--- config.mk ---
export PLATFORM = sky130hd
export DESIGN_NAME = cache_set_way_sweep_generator
export DESIGN_NICKNAME = d
export VERILOG_FILES = /design/src/rtl/csw_pkg.sv /design/src/rtl/cache_set_way_sweep_generator.sv /design/src/rtl/csw_pack.sv /design/src/rtl/csw_core.sv
export SDC_FILE = /design/constraint.sdc
export NUM_CORES = 1
export LEC_CHECK = 0
export BUFFER_PORTS_ARGS = -buffer_cell sky130_fd_sc_hd__buf_2
export CORE_MARGIN = 3
export CORE_UTILIZATION = 45
export CTS_CLUSTER_DIAMETER = 80
export CTS_CLUSTER_SIZE = 40
export DETAILED_ROUTE_END_ITERATION = 7
export PLACE_DENSITY_LB_ADDON = 0.3
export SYNTH_ARGS = -nofsm -noshare
export SYNTH_HDL_FRONTEND = slang
export SYNTH_HIERARCHICAL = 1
export SYNTH_SLANG_ARGS = --single-unit
--- constraint.sdc ---
create_clock -name clk -period 6.7 [get_ports clk]
set_input_delay 0 -clock clk [delete_from_list [all_inputs] [get_ports clk]]
set_output_delay 0 -clock clk [all_outputs]
set_load 0.01 [all_outputs]
--- src/rtl/csw_pkg.sv ---
// ----------------------------------------------------------------------------
// csw_pkg: shared types and helpers for the set/way sweep generator
// Holds register codes, sweep modes, the emitted-position struct and the
// level search used when a sweep starts or moves to the next level.
// ----------------------------------------------------------------------------
package csw_pkg;

  localparam int MaxLevels = 7;

  // Bit positions inside the cache level ID word
  localparam int IdLouLsb = 27;
  localparam int IdLocLsb = 24;

  // Line bits are the size code plus this bias
  localparam logic [3:0] LineBias = 4'd4;

  // Request kinds
  localparam logic REQ_START   = 1'b0;
  localparam logic REQ_ADVANCE = 1'b1;

  // Configuration register indexes
  typedef enum logic [2:0] {
    CFG_LEVEL_ID = 3'd0,
    CFG_SIZE_L0  = 3'd1,
    CFG_SIZE_L1  = 3'd2,
    CFG_SIZE_L2  = 3'd3,
    CFG_SIZE_L3  = 3'd4,
    CFG_SIZE_L4  = 3'd5,
    CFG_SIZE_L5  = 3'd6,
    CFG_SIZE_L6  = 3'd7
  } cfg_index_t;

  // Sweep modes
  typedef enum logic [1:0] {
    MODE_CLEAN_POU = 2'd0,
    MODE_CLINV_POC = 2'd1,
    MODE_LEVEL0    = 2'd2,
    MODE_RESERVED  = 2'd3
  } mode_t;

  typedef logic [MaxLevels-1:0][27:0] size_arr_t;

  typedef struct packed {
    logic        found;
    logic [2:0]  level;
  } find_t;

  // One emitted operation, before packing
  typedef struct packed {
    logic        op_valid;
    logic        op_kind;
    logic        last;
    logic [2:0]  level;
    logic [9:0]  way;
    logic [14:0] set;
    logic [27:0] size;
  } emit_t;

  // Lowest qualifying level at or above start, below limit
  function automatic find_t find_level(input logic [3:0] from, input logic [1:0] mode,
                                       input logic [2:0] limit, input logic [30:0] id);
    find_t r;
    r = '0;
    for (int l = 0; l < MaxLevels; l++) begin
      if (!r.found && (4'(l) >= from) && (3'(l) < limit) &&
          ((mode == MODE_LEVEL0) || (id[3*l +: 3] > 3'd1))) begin
        r.found = 1'b1;
        r.level = 3'(l);
      end
    end
    return r;
  endfunction

endpackage

--- src/rtl/cache_set_way_sweep_generator.sv ---
// ----------------------------------------------------------------------------
// cache_set_way_sweep_generator: set/way operand generator for cache sweeps
// Turns start/advance requests into packed set/way/level maintenance words.
// ----------------------------------------------------------------------------
//  channel | direction | handshake         | payload
//  s_*     | in        | s_tvalid/s_tready | request kind, sweep mode
//  m_*     | out       | m_tvalid/m_tready | operand word, kind, valid, last
//  cfg_*   | in        | cfg_valid/ready   | register index, write data
//
//  Each request word gives exactly one result word once the output register
//  can take it: the input register feeds the step logic, which loads the
//  output register when it steps.
//  One word per cycle is sustained while the output is not stalled; the sweep counters update on each step.
//  rst clears the sweep state, the configuration registers and both valid flags.
//  A stalled output holds its word; input keeps flowing while the input
//  register can drain into the output register.
// ----------------------------------------------------------------------------
module cache_set_way_sweep_generator
  import csw_pkg::*;
(
  input  logic        clk,
  input  logic        rst,
  input  logic        s_tvalid,
  output logic        s_tready,
  input  logic [7:0]  s_tdata,   // [1:0] sweep_mode, [7:2] zero
  input  logic        s_tuser,   // [0] req_type
  output logic        m_tvalid,
  input  logic        m_tready,
  output logic [31:0] m_tdata,   // [31:0] op_word
  output logic [1:0]  m_tuser,   // [0] op_kind, [1] op_valid
  output logic        m_tlast,
  input  logic        cfg_valid,
  output logic        cfg_ready,
  input  logic [2:0]  cfg_index,
  input  logic [31:0] cfg_data
);

  logic [30:0] level_id;
  size_arr_t   sizes;
  logic        in_valid;
  logic        in_req;
  logic [1:0]  in_mode;
  logic        advance;
  emit_t       emit;
  logic [31:0] op_word;

  assign cfg_ready = 1'b1;

  // Write configuration registers
  always_ff @(posedge clk) begin
    if (rst) begin
      level_id <= '0;
      sizes    <= '0;
    end else if (cfg_valid) begin
      case (cfg_index)
        CFG_LEVEL_ID: level_id  <= cfg_data[30:0];
        CFG_SIZE_L0:  sizes[0]  <= cfg_data[27:0];
        CFG_SIZE_L1:  sizes[1]  <= cfg_data[27:0];
        CFG_SIZE_L2:  sizes[2]  <= cfg_data[27:0];
        CFG_SIZE_L3:  sizes[3]  <= cfg_data[27:0];
        CFG_SIZE_L4:  sizes[4]  <= cfg_data[27:0];
        CFG_SIZE_L5:  sizes[5]  <= cfg_data[27:0];
        CFG_SIZE_L6:  sizes[6]  <= cfg_data[27:0];
        default:      level_id  <= level_id;
      endcase
    end
  end

  // Step when a word is held and the output register can take the result
  assign advance  = in_valid && (!m_tvalid || m_tready);
  assign s_tready = !in_valid || advance;

  // Hold the request word
  always_ff @(posedge clk) begin
    if (rst) begin
      in_valid <= 1'b0;
    end else if (s_tready) begin
      in_valid <= s_tvalid;
    end
  end

  always_ff @(posedge clk) begin
    if (s_tvalid && s_tready) begin
      in_req  <= s_tuser;
      in_mode <= s_tdata[1:0];
    end
  end

  csw_core u_core (
    .clk      (clk),
    .rst      (rst),
    .step     (advance),
    .req      (in_req),
    .mode     (in_mode),
    .level_id (level_id),
    .sizes    (sizes),
    .emit     (emit)
  );

  csw_pack u_pack (
    .emit    (emit),
    .op_word (op_word)
  );

  // Register the result word
  always_ff @(posedge clk) begin
    if (rst) begin
      m_tvalid <= 1'b0;
    end else if (advance) begin
      m_tvalid <= 1'b1;
    end else if (m_tready) begin
      m_tvalid <= 1'b0;
    end
  end

  always_ff @(posedge clk) begin
    if (advance) begin
      m_tdata <= op_word;
      m_tuser <= {emit.op_valid, emit.op_kind};
      m_tlast <= emit.last;
    end
  end

  // An empty result is always marked last and carries nothing
  a_empty_last: assert property (@(posedge clk) disable iff (rst)
    (m_tvalid && !m_tuser[1]) |-> (m_tlast && (m_tdata == 32'd0) && !m_tuser[0]))
    else $error("empty result not last or not zero");

  // Bit 0 of an operand word is never set
  a_bit0_clear: assert property (@(posedge clk) disable iff (rst)
    m_tvalid |-> !m_tdata[0])
    else $error("operand word bit 0 set");

  // With the output register empty, input is always taken
  a_ready_free: assert property (@(posedge clk) disable iff (rst)
    !m_tvalid |-> s_tready)
    else $error("input stalled with empty output");

  // Every step loads a result into the output register
  a_step_result: assert property (@(posedge clk) disable iff (rst)
    advance |=> m_tvalid)
    else $error("step without result");

endmodule

--- src/rtl/csw_pack.sv ---
// ----------------------------------------------------------------------------
// csw_pack: operand word packer
// Places way at the top bits, set above the line offset and level at bit 1.
// ----------------------------------------------------------------------------
module csw_pack
  import csw_pkg::*;
(
  input  emit_t       emit,
  output logic [31:0] op_word
);

  logic [3:0]  abits;
  logic [3:0]  lbits;
  logic [9:0]  ways_m1;
  logic [31:0] way_part;
  logic [31:0] set_part;
  logic [31:0] lvl_part;

  // Count the bits needed for ways minus one
  always_comb begin
    ways_m1 = emit.size[12:3];
    abits   = 4'd0;
    for (int b = 0; b < 10; b++) begin
      if (ways_m1[b]) abits = 4'(b + 1);
    end
  end

  assign lbits = {1'b0, emit.size[2:0]} + LineBias;

  // Build the three fields
  always_comb begin
    if (abits != 4'd0) begin
      way_part = 32'(emit.way) << (6'd32 - {2'b00, abits});
    end else begin
      way_part = 32'd0;
    end
    set_part = 32'(emit.set) << lbits;
    lvl_part = {28'd0, emit.level, 1'b0};
  end

  assign op_word = emit.op_valid ? (way_part | set_part | lvl_part) : 32'd0;

endmodule

--- src/rtl/csw_core.sv ---
// ----------------------------------------------------------------------------
// csw_core: sweep state and step logic
// Holds the level/way/set counters and computes one emitted operation per step.
// ----------------------------------------------------------------------------
module csw_core
  import csw_pkg::*;
(
  input  logic        clk,
  input  logic        rst,
  input  logic        step,
  input  logic        req,
  input  logic [1:0]  mode,
  input  logic [30:0] level_id,
  input  size_arr_t   sizes,
  output emit_t       emit
);

  logic        active;
  logic [1:0]  active_mode;
  logic [2:0]  cur_level;
  logic [9:0]  cur_way;
  logic [14:0] cur_set;
  logic [2:0]  level_limit;

  logic        active_next;
  logic [1:0]  active_mode_next;
  logic [2:0]  cur_level_next;
  logic [9:0]  cur_way_next;
  logic [14:0] cur_set_next;
  logic [2:0]  level_limit_next;

  logic [2:0]  start_lim;
  find_t       start_find;
  find_t       next_find;
  logic        emit_go;
  logic [1:0]  e_mode;
  logic [2:0]  e_level;
  logic [2:0]  e_limit;
  logic [9:0]  e_way;
  logic [14:0] e_set;
  logic [27:0] e_size;
  logic [15:0] set_inc;
  logic [15:0] set_cnt;
  logic [10:0] way_inc;
  logic [10:0] way_cnt;

  // Level bound for a new sweep
  always_comb begin
    case (mode)
      MODE_CLEAN_POU: start_lim = level_id[IdLouLsb +: 3];
      MODE_CLINV_POC: start_lim = level_id[IdLocLsb +: 3];
      default:        start_lim = 3'd1;
    endcase
  end

  assign start_find = find_level(4'd0, mode, start_lim, level_id);

  // Pick the position to emit
  always_comb begin
    emit_go = 1'b0;
    e_mode  = active_mode;
    e_level = cur_level;
    e_limit = level_limit;
    e_way   = cur_way;
    e_set   = cur_set;
    if (step) begin
      if (req == REQ_START) begin
        if ((mode != MODE_RESERVED) && start_find.found) begin
          emit_go = 1'b1;
          e_mode  = mode;
          e_level = start_find.level;
          e_limit = start_lim;
          e_way   = 10'd0;
          e_set   = 15'd0;
        end
      end else begin
        emit_go = active;
      end
    end
  end

  assign e_size    = (e_level < 3'(MaxLevels)) ? sizes[e_level] : 28'd0;
  assign set_inc   = {1'b0, e_set} + 16'd1;
  assign set_cnt   = {1'b0, e_size[27:13]} + 16'd1;
  assign way_inc   = {1'b0, e_way} + 11'd1;
  assign way_cnt   = {1'b0, e_size[12:3]} + 11'd1;
  assign next_find = find_level({1'b0, e_level} + 4'd1, e_mode, e_limit, level_id);

  // Advance counters and build the emitted operation
  always_comb begin
    active_next      = active;
    active_mode_next = active_mode;
    cur_level_next   = cur_level;
    cur_way_next     = cur_way;
    cur_set_next     = cur_set;
    level_limit_next = level_limit;
    emit             = '0;
    emit.last        = 1'b1;
    if (step && (req == REQ_START)) begin
      active_next = 1'b0;
    end
    if (emit_go) begin
      active_next      = 1'b1;
      active_mode_next = e_mode;
      level_limit_next = e_limit;
      cur_level_next   = e_level;
      emit.op_valid    = 1'b1;
      emit.op_kind     = (e_mode != MODE_CLEAN_POU);
      emit.last        = 1'b0;
      emit.level       = e_level;
      emit.way         = e_way;
      emit.set         = e_set;
      emit.size        = e_size;
      if (set_inc >= set_cnt) begin
        cur_set_next = 15'd0;
        if (way_inc >= way_cnt) begin
          cur_way_next = 10'd0;
          if (next_find.found) begin
            cur_level_next = next_find.level;
          end else begin
            active_next    = 1'b0;
            cur_level_next = 3'd0;
            emit.last      = 1'b1;
          end
        end else begin
          cur_way_next = way_inc[9:0];
        end
      end else begin
        cur_set_next = set_inc[14:0];
        cur_way_next = e_way;
      end
    end
  end

  // Hold sweep state
  always_ff @(posedge clk) begin
    if (rst) begin
      active      <= 1'b0;
      active_mode <= 2'd0;
      cur_level   <= 3'd0;
      cur_way     <= 10'd0;
      cur_set     <= 15'd0;
      level_limit <= 3'd0;
    end else begin
      active      <= active_next;
      active_mode <= active_mode_next;
      cur_level   <= cur_level_next;
      cur_way     <= cur_way_next;
      cur_set     <= cur_set_next;
      level_limit <= level_limit_next;
    end
  end

endmodule

Word level (Yosys, flattened, before mapping)
Index checks and enable logic that the tools add are counted.
W data, S select, Z words.
{"block": "classes", "magnitude_cmp": 32, "n_addsub": 7, "bitwise": 3, "n_eq_ne": 11, "shift": 2, "div": 0, "n_mul": 0, "reduce_logical": 81, "mux": 64}
{"cell": "$bmux W28 S3", "n": 1}
{"cell": "$mux W4", "n": 17}
{"cell": "$mux W15", "n": 4}
{"cell": "$mux W59", "n": 1}
{"cell": "$mux W28", "n": 2}
{"cell": "$mux W10", "n": 5}
{"cell": "$mux W3", "n": 13}
{"cell": "$logic_and A1 B1 Y1", "n": 37}
{"cell": "$add A15 B1 Y16 const B", "n": 2}
{"cell": "$mux W32", "n": 1}
{"cell": "$or A32 B32 Y32", "n": 1}
{"cell": "$or A32 B4 Y32", "n": 1}
{"cell": "$shl A10 B6 Y32", "n": 1}
{"cell": "$shl A15 B4 Y32", "n": 1}
{"cell": "$add A10 B1 Y11 const B", "n": 2}
{"cell": "$gt A3 B1 Y1 const B", "n": 7}
{"cell": "$lt A3 B3 Y1 const A", "n": 6}
{"cell": "$ge A16 B16 Y1", "n": 1}
{"cell": "$logic_or A1 B1 Y1", "n": 16}
{"cell": "$reduce_and A2 Y1", "n": 8}
{"cell": "$logic_not A1 Y1", "n": 14}
{"cell": "$mux W1", "n": 14}
{"cell": "$eq A3 B3 Y1 const B", "n": 4}
{"cell": "$ge A3 B4 Y1 const A", "n": 3}
{"cell": "22 further kinds", "n": 38}
{"block": "word_totals", "ram_bits": 0, "input_bits": 49, "memories": 0, "word_cells": 222, "rom_bits": 0, "latchBits": 0, "reg_bits": 300, "out_inout_bits": 38}

Logic depth before layout (Yosys ltp)
{"block": "logic_depth", "word_depth": 87, "depth_mapped": 26, "ltp_nobuf": 23}

By module
The synthesis kept the hierarchy.
{"module": "cache_set_way_sweep_generator", "area_per_inst_um2": 10142.2, "instances": 1, "cells_per_inst": 857, "seq_area_each_um2": 5725.5}
{"module": "csw_core", "area_per_inst_um2": 5875.6, "instances": 1, "cells_per_inst": 807, "seq_area_each_um2": 680.7}
{"module": "csw_pack", "area_per_inst_um2": 1666.6, "instances": 1, "cells_per_inst": 250, "seq_area_each_um2": 0.0}

Worst setup path after synthesis
OpenSTA, ideal clock, no wires.
{"block": "synth_timing", "path_type": "reg2reg", "start": "register m_tvalid", "end": "register u_core.cur_way[4]", "t_required_ns": 6.614, "setup_ns": 0.086, "path_slack_ns": 0.344, "arrival_ns": 6.270, "path_buffers": 2, "path_stages_with_launch": 25, "period_less_slack_ns": 6.356, "path_cell_list": "dfxtp_1 > nand2b_1 > and2_1 > nand3b_1 > a211oi_1 > o32ai_2 > nor2_4 > buf_4 > buf_2 > mux2i_1 > mux2i_1 > mux2_2 > ha_1 > inv_1 > ha_1 > a21o_1 > a21o_1 > a21o_1 > a21o_1 > a21o_1 > a31oi_1 > nor3b_1 > nor2b_1 > o21ai_0 > a211oi_1"}
{"block": "synth_via", "elab_chain_len": 11}
{"element": "start, declared", "line_no": "cache_set_way_sweep_generator.sv:27", "rtl": "output logic m_tvalid,"}
{"element": "start signal, assigned", "line_no": "cache_set_way_sweep_generator.sv:108", "rtl": "m_tvalid <= 1'b0;"}
{"element": "start signal, assigned", "line_no": "cache_set_way_sweep_generator.sv:110", "rtl": "m_tvalid <= 1'b1;"}
{"element": "start signal, assigned", "line_no": "cache_set_way_sweep_generator.sv:112", "rtl": "m_tvalid <= 1'b0;"}
{"element": "$logic_not A1 Y1 (*)", "line_no": "cache_set_way_sweep_generator.sv:70", "rtl": "assign advance = in_valid && (!m_tvalid || m_tready);"}
{"element": "$logic_or A1 B1 Y1 (*)", "line_no": "cache_set_way_sweep_generator.sv:70"}
{"element": "$logic_and A1 B1 Y1 (*)", "line_no": "cache_set_way_sweep_generator.sv:70"}
{"element": "net advance", "line_no": "cache_set_way_sweep_generator.sv:43", "rtl": "logic advance;"}
{"element": "parallel branches: the longest is 8 deep, another holds $add A15 B1 Y16"}
{"element": "end signal, assigned", "line_no": "csw_core.sv:148", "rtl": "cur_way <= cur_way_next;"}
{"element": "end, declared", "line_no": "csw_core.sv:21", "rtl": "logic [9:0] cur_way;"}
Mark *: on every way through the listed nets, which the timed path passes. The select of a mux whose other input is x is not followed.
A chain may end at the register's enable or synchronous reset.

Final worst setup path
{"block": "layout_timing", "start": "register in_mode[0]", "end": "register u_core.cur_way[4]"}
{"block": "layout_via", "elab_chain_len": 40}
{"element": "start, declared", "line_no": "cache_set_way_sweep_generator.sv:42", "rtl": "logic [1:0] in_mode;"}
{"element": "start signal, assigned", "line_no": "cache_set_way_sweep_generator.sv:85", "rtl": "in_mode <= s_tdata[1:0];"}
{"element": "parallel branches: the longest is 40 deep, another holds $lt A1 B3 Y1"}
Parallel ways; which one is timed is not known. The select of a mux whose other input is x is not followed.

==> reports/qor.tcl <==
set qor(status) {finished clean}
set qor(ctsHtreeMaxLevel) 1
set qor(min-delay-path-class) {input port to flop}
set qor(grt_use_met3_pct) 2.961
set qor(endpoint_class_of_the_critical_path) {flop}
set qor(cts_tree) {built}
set qor(finalSetupViolCount) 0
set qor(comb_power_share_pct) 9.5
set qor(cellLeakagePower_nw) 7.992
set qor(placement_row_count) 70
set qor(core-area_mm2) 0.03714
set qor(crit_arrival_ps) 6610
set qor(skew_ps) 24.01
set qor(detailedRoute.firstIterationViolations) 862
set qor(internal_power_mw) 2.536
set qor(avgViaCountPerCell) 5.590
set qor(globalRouteTotalUtil_pct) 20.81
set qor(vias) 13620
set qor(worstSetupStartpointType) {flop}
set qor(cts_buffers) 18
set qor(route.detailed.drc) 0
set qor(clk_root_buffer_cell) {clkbuf_16}
set qor(place_congestion) 0.9076
set qor(yosys_warnings) 6
set qor(synth_cells) 1865
set qor(die_x_um) 201.5
set qor(globalRouteMet1Util_pct) 28.14
set qor(worst_setup_slack_after_placement_ps) 346.5
set qor(crit_path_max_fanout) 33
set qor(layout_worst_path_cycle_share_pct) 92.10
set qor(maxSlewViolCount) 0
set qor(dpl-instance-area_mm2) 0.01799
set qor(grt_overflow_total) 0
set qor(finalPower_mw) 3.441
set qor(seq_power_share_pct) 52.7
set qor(power_density_mw_per_mm2) 179.9
set qor(clk_latency_ps) 530
set qor(synthesis.area_mm2) 0.01719
set qor(clock_sinks) 290
set qor(most_frequent_cells_in_the_layout) {mux2i_1 (289), nand2b_1 (259), dfxtp_1 (252), nand2_1 (120), nor2_1 (103)}
set qor(max-clock-path-buffers) 3
set qor(areaGrowthSynthToFinish_pct) 11.22
set qor(avgSynthCellArea_um2) 9.219
set qor(global_route.usage.met2_pct) 35.18
set qor(max_cap_violations) 0
set qor(rsz_0062_raised_after_global_routing) {false}
set qor(timing.setup.critical_path_class) {flop to flop}
set qor(finish.net_count) 2005
set qor(clk_pin_slew_ps) 110
set qor(vias_in_the_first_global_route) 13230
set qor(top_level_ports) 87
set qor(fmax_mhz) 162.1
set qor(mappedNetlistNets) 1950
set qor(drt_pass1_iterations) 5
set qor(largest_net_degree_at_the_start_of_global_routing) 113
set qor(drt.antenna.violating_nets) 0
set qor(timing.critical_path.required_ps) 7140
set qor(worst_setup_margin_ps) 529.4
set qor(vdd.ir_drop.worst_mv) 0.1351
set qor(post_drt_wl_per_cell_um) 18.03
set qor(power.switching_mw) 0.9053
set qor(cell_area_after_layout_mm2) 0.01912
set qor(tns_ps) 0
set qor(final_common_cell) {mux2i_1}
set qor(die_area_mm2) 0.04059
set qor(swShare_pct) 26.31
set qor(hold_violations) 0
set qor(n_antenna_cell) 0
set qor(post-dp-hpwl_mm) 30.33
set qor(final_layout_size_suffix_gt1_share_pct) 13.20
set qor(slew-limit-headroom_pct) 25.66
set qor(busiest_layer) {met2}
set qor(worst-slew-pin-transition_ps) 1112
set qor(clock_power_share_pct) 37.8
set qor(start_util_pct) 46.30
set qor(initial_antenna_violation_count) 0
set qor(die-height_um) 201.5
set qor(grt_pass1_wl_mm) 70.40
set qor(layout.filler_cells) 3475
set qor(detail_route.wirelength_mm) 43.93
set qor(post_route_minimum_period_ps) 6171
set qor(port-buffer-count) 77
==> power by group through the flow <==
stage | registers, mW | logic, mW | clock network [mW]
final | 1.81 | 0.325 | 1.30
after global routing | 1.82 | 0.354 | 1.39
after CTS | 1.82 | 0.318 | 1.34
after detailed placement | 1.86 | 0.299 | 0
after global placement | 1.86 | 0.293 | 0
after floorplan | 1.85 | 0.214 | 0
==> metrics by stage <==
stage          hold WS, ps  cells  utilization (%)
3_3_place_gp         179.4   2356            48.45
5_1_grt              47.48   2436            51.49
6_report             10.92   2436            51.49
2_1_floorplan        98.87   1865                -
3_5_place_dp         178.8   2356            48.45
4_1_cts              10.78   2428            51.33
==> metal layers <==
| metal | vias to the layer above | wire (um) |
|---|---|---|
| met1 | 6566 | 20390 |
| li1 | 6675 | - |
| met2 | 315 | 20560 |
| met4 | 0 | 997 |
| met5 | - | 0 |
| met3 | 62 | 1979 |
==> area by class of cell <==
cell class	count	area, um2	area share, %
inverters	28	105.1	0.5496
clock buffers	20	500.5	2.617
clock inverters	12	167.7	0.8768
flip-flops and latches	290	6186	32.35
repair buffers	186	1348	7.047
multi-input cells	1396	10180	53.26
well taps	504	630.6	3.298
==> sequential cells by signal, summed over array words and instances, names as in the netlist <==
| name | cells |
|---|---|
| in_req | 1 |
| m_tlast | 1 |
| u_core/active_mode | 2 |
| u_core/cur_set | 15 |
| level_id | 20 |
| m_tdata | 32 |
| u_core/active | 1 |
| u_core/cur_level | 3 |
| sizes | 196 |
| in_mode | 2 |
| m_tuser | 2 |
| in_valid | 1 |
| u_core/cur_way | 10 |
| u_core/level_limit | 3 |
| m_tvalid | 1 |
==> worst max-delay path: stages (launching register included) <==
cell      delay, ps
edfxtp_1        370
buf_4           190
buf_4           140
mux2i_1         140
nor3_1          420
o21a_1          340
nor4_4          110
o21ai_1         330
nand2_4         160
inv_2           250
buf_12          260
mux2_2          370
a21oi_2         300
nand4_2         200
nor4_2          400
xnor2_1         150
ha_1            330
a21o_1          160
a21o_1          160
a21oi_1         150
o311a_1         330
buf_4           210
nand2b_1        250
o21ai_0         140
a211oi_1        190
==> final timing paths <==
check | start | to | slack (ps) | cells past startpoint
setup / recovery | in_mode[0] | u_core/cur_way[4] | 530 | 24
hold / removal | cfg_data[2] | sizes[142] | 10 | 3
hold reg to reg | u_core/active_mode[0] | u_core/active_mode[0] | 480 | 2
setup reg to reg | in_mode[0] | u_core/cur_way[4] | 530 | 24
==> what timing repair did <==
item / CTS / global route
endpoints found under the setup margin: 0 / 25
hold buffers: 40 / 0
buffers inserted: 0 / 8
endpoints found under the hold margin: 199 / 0
resized for setup: 0 / 1
(Power assumes the default switching activity.)
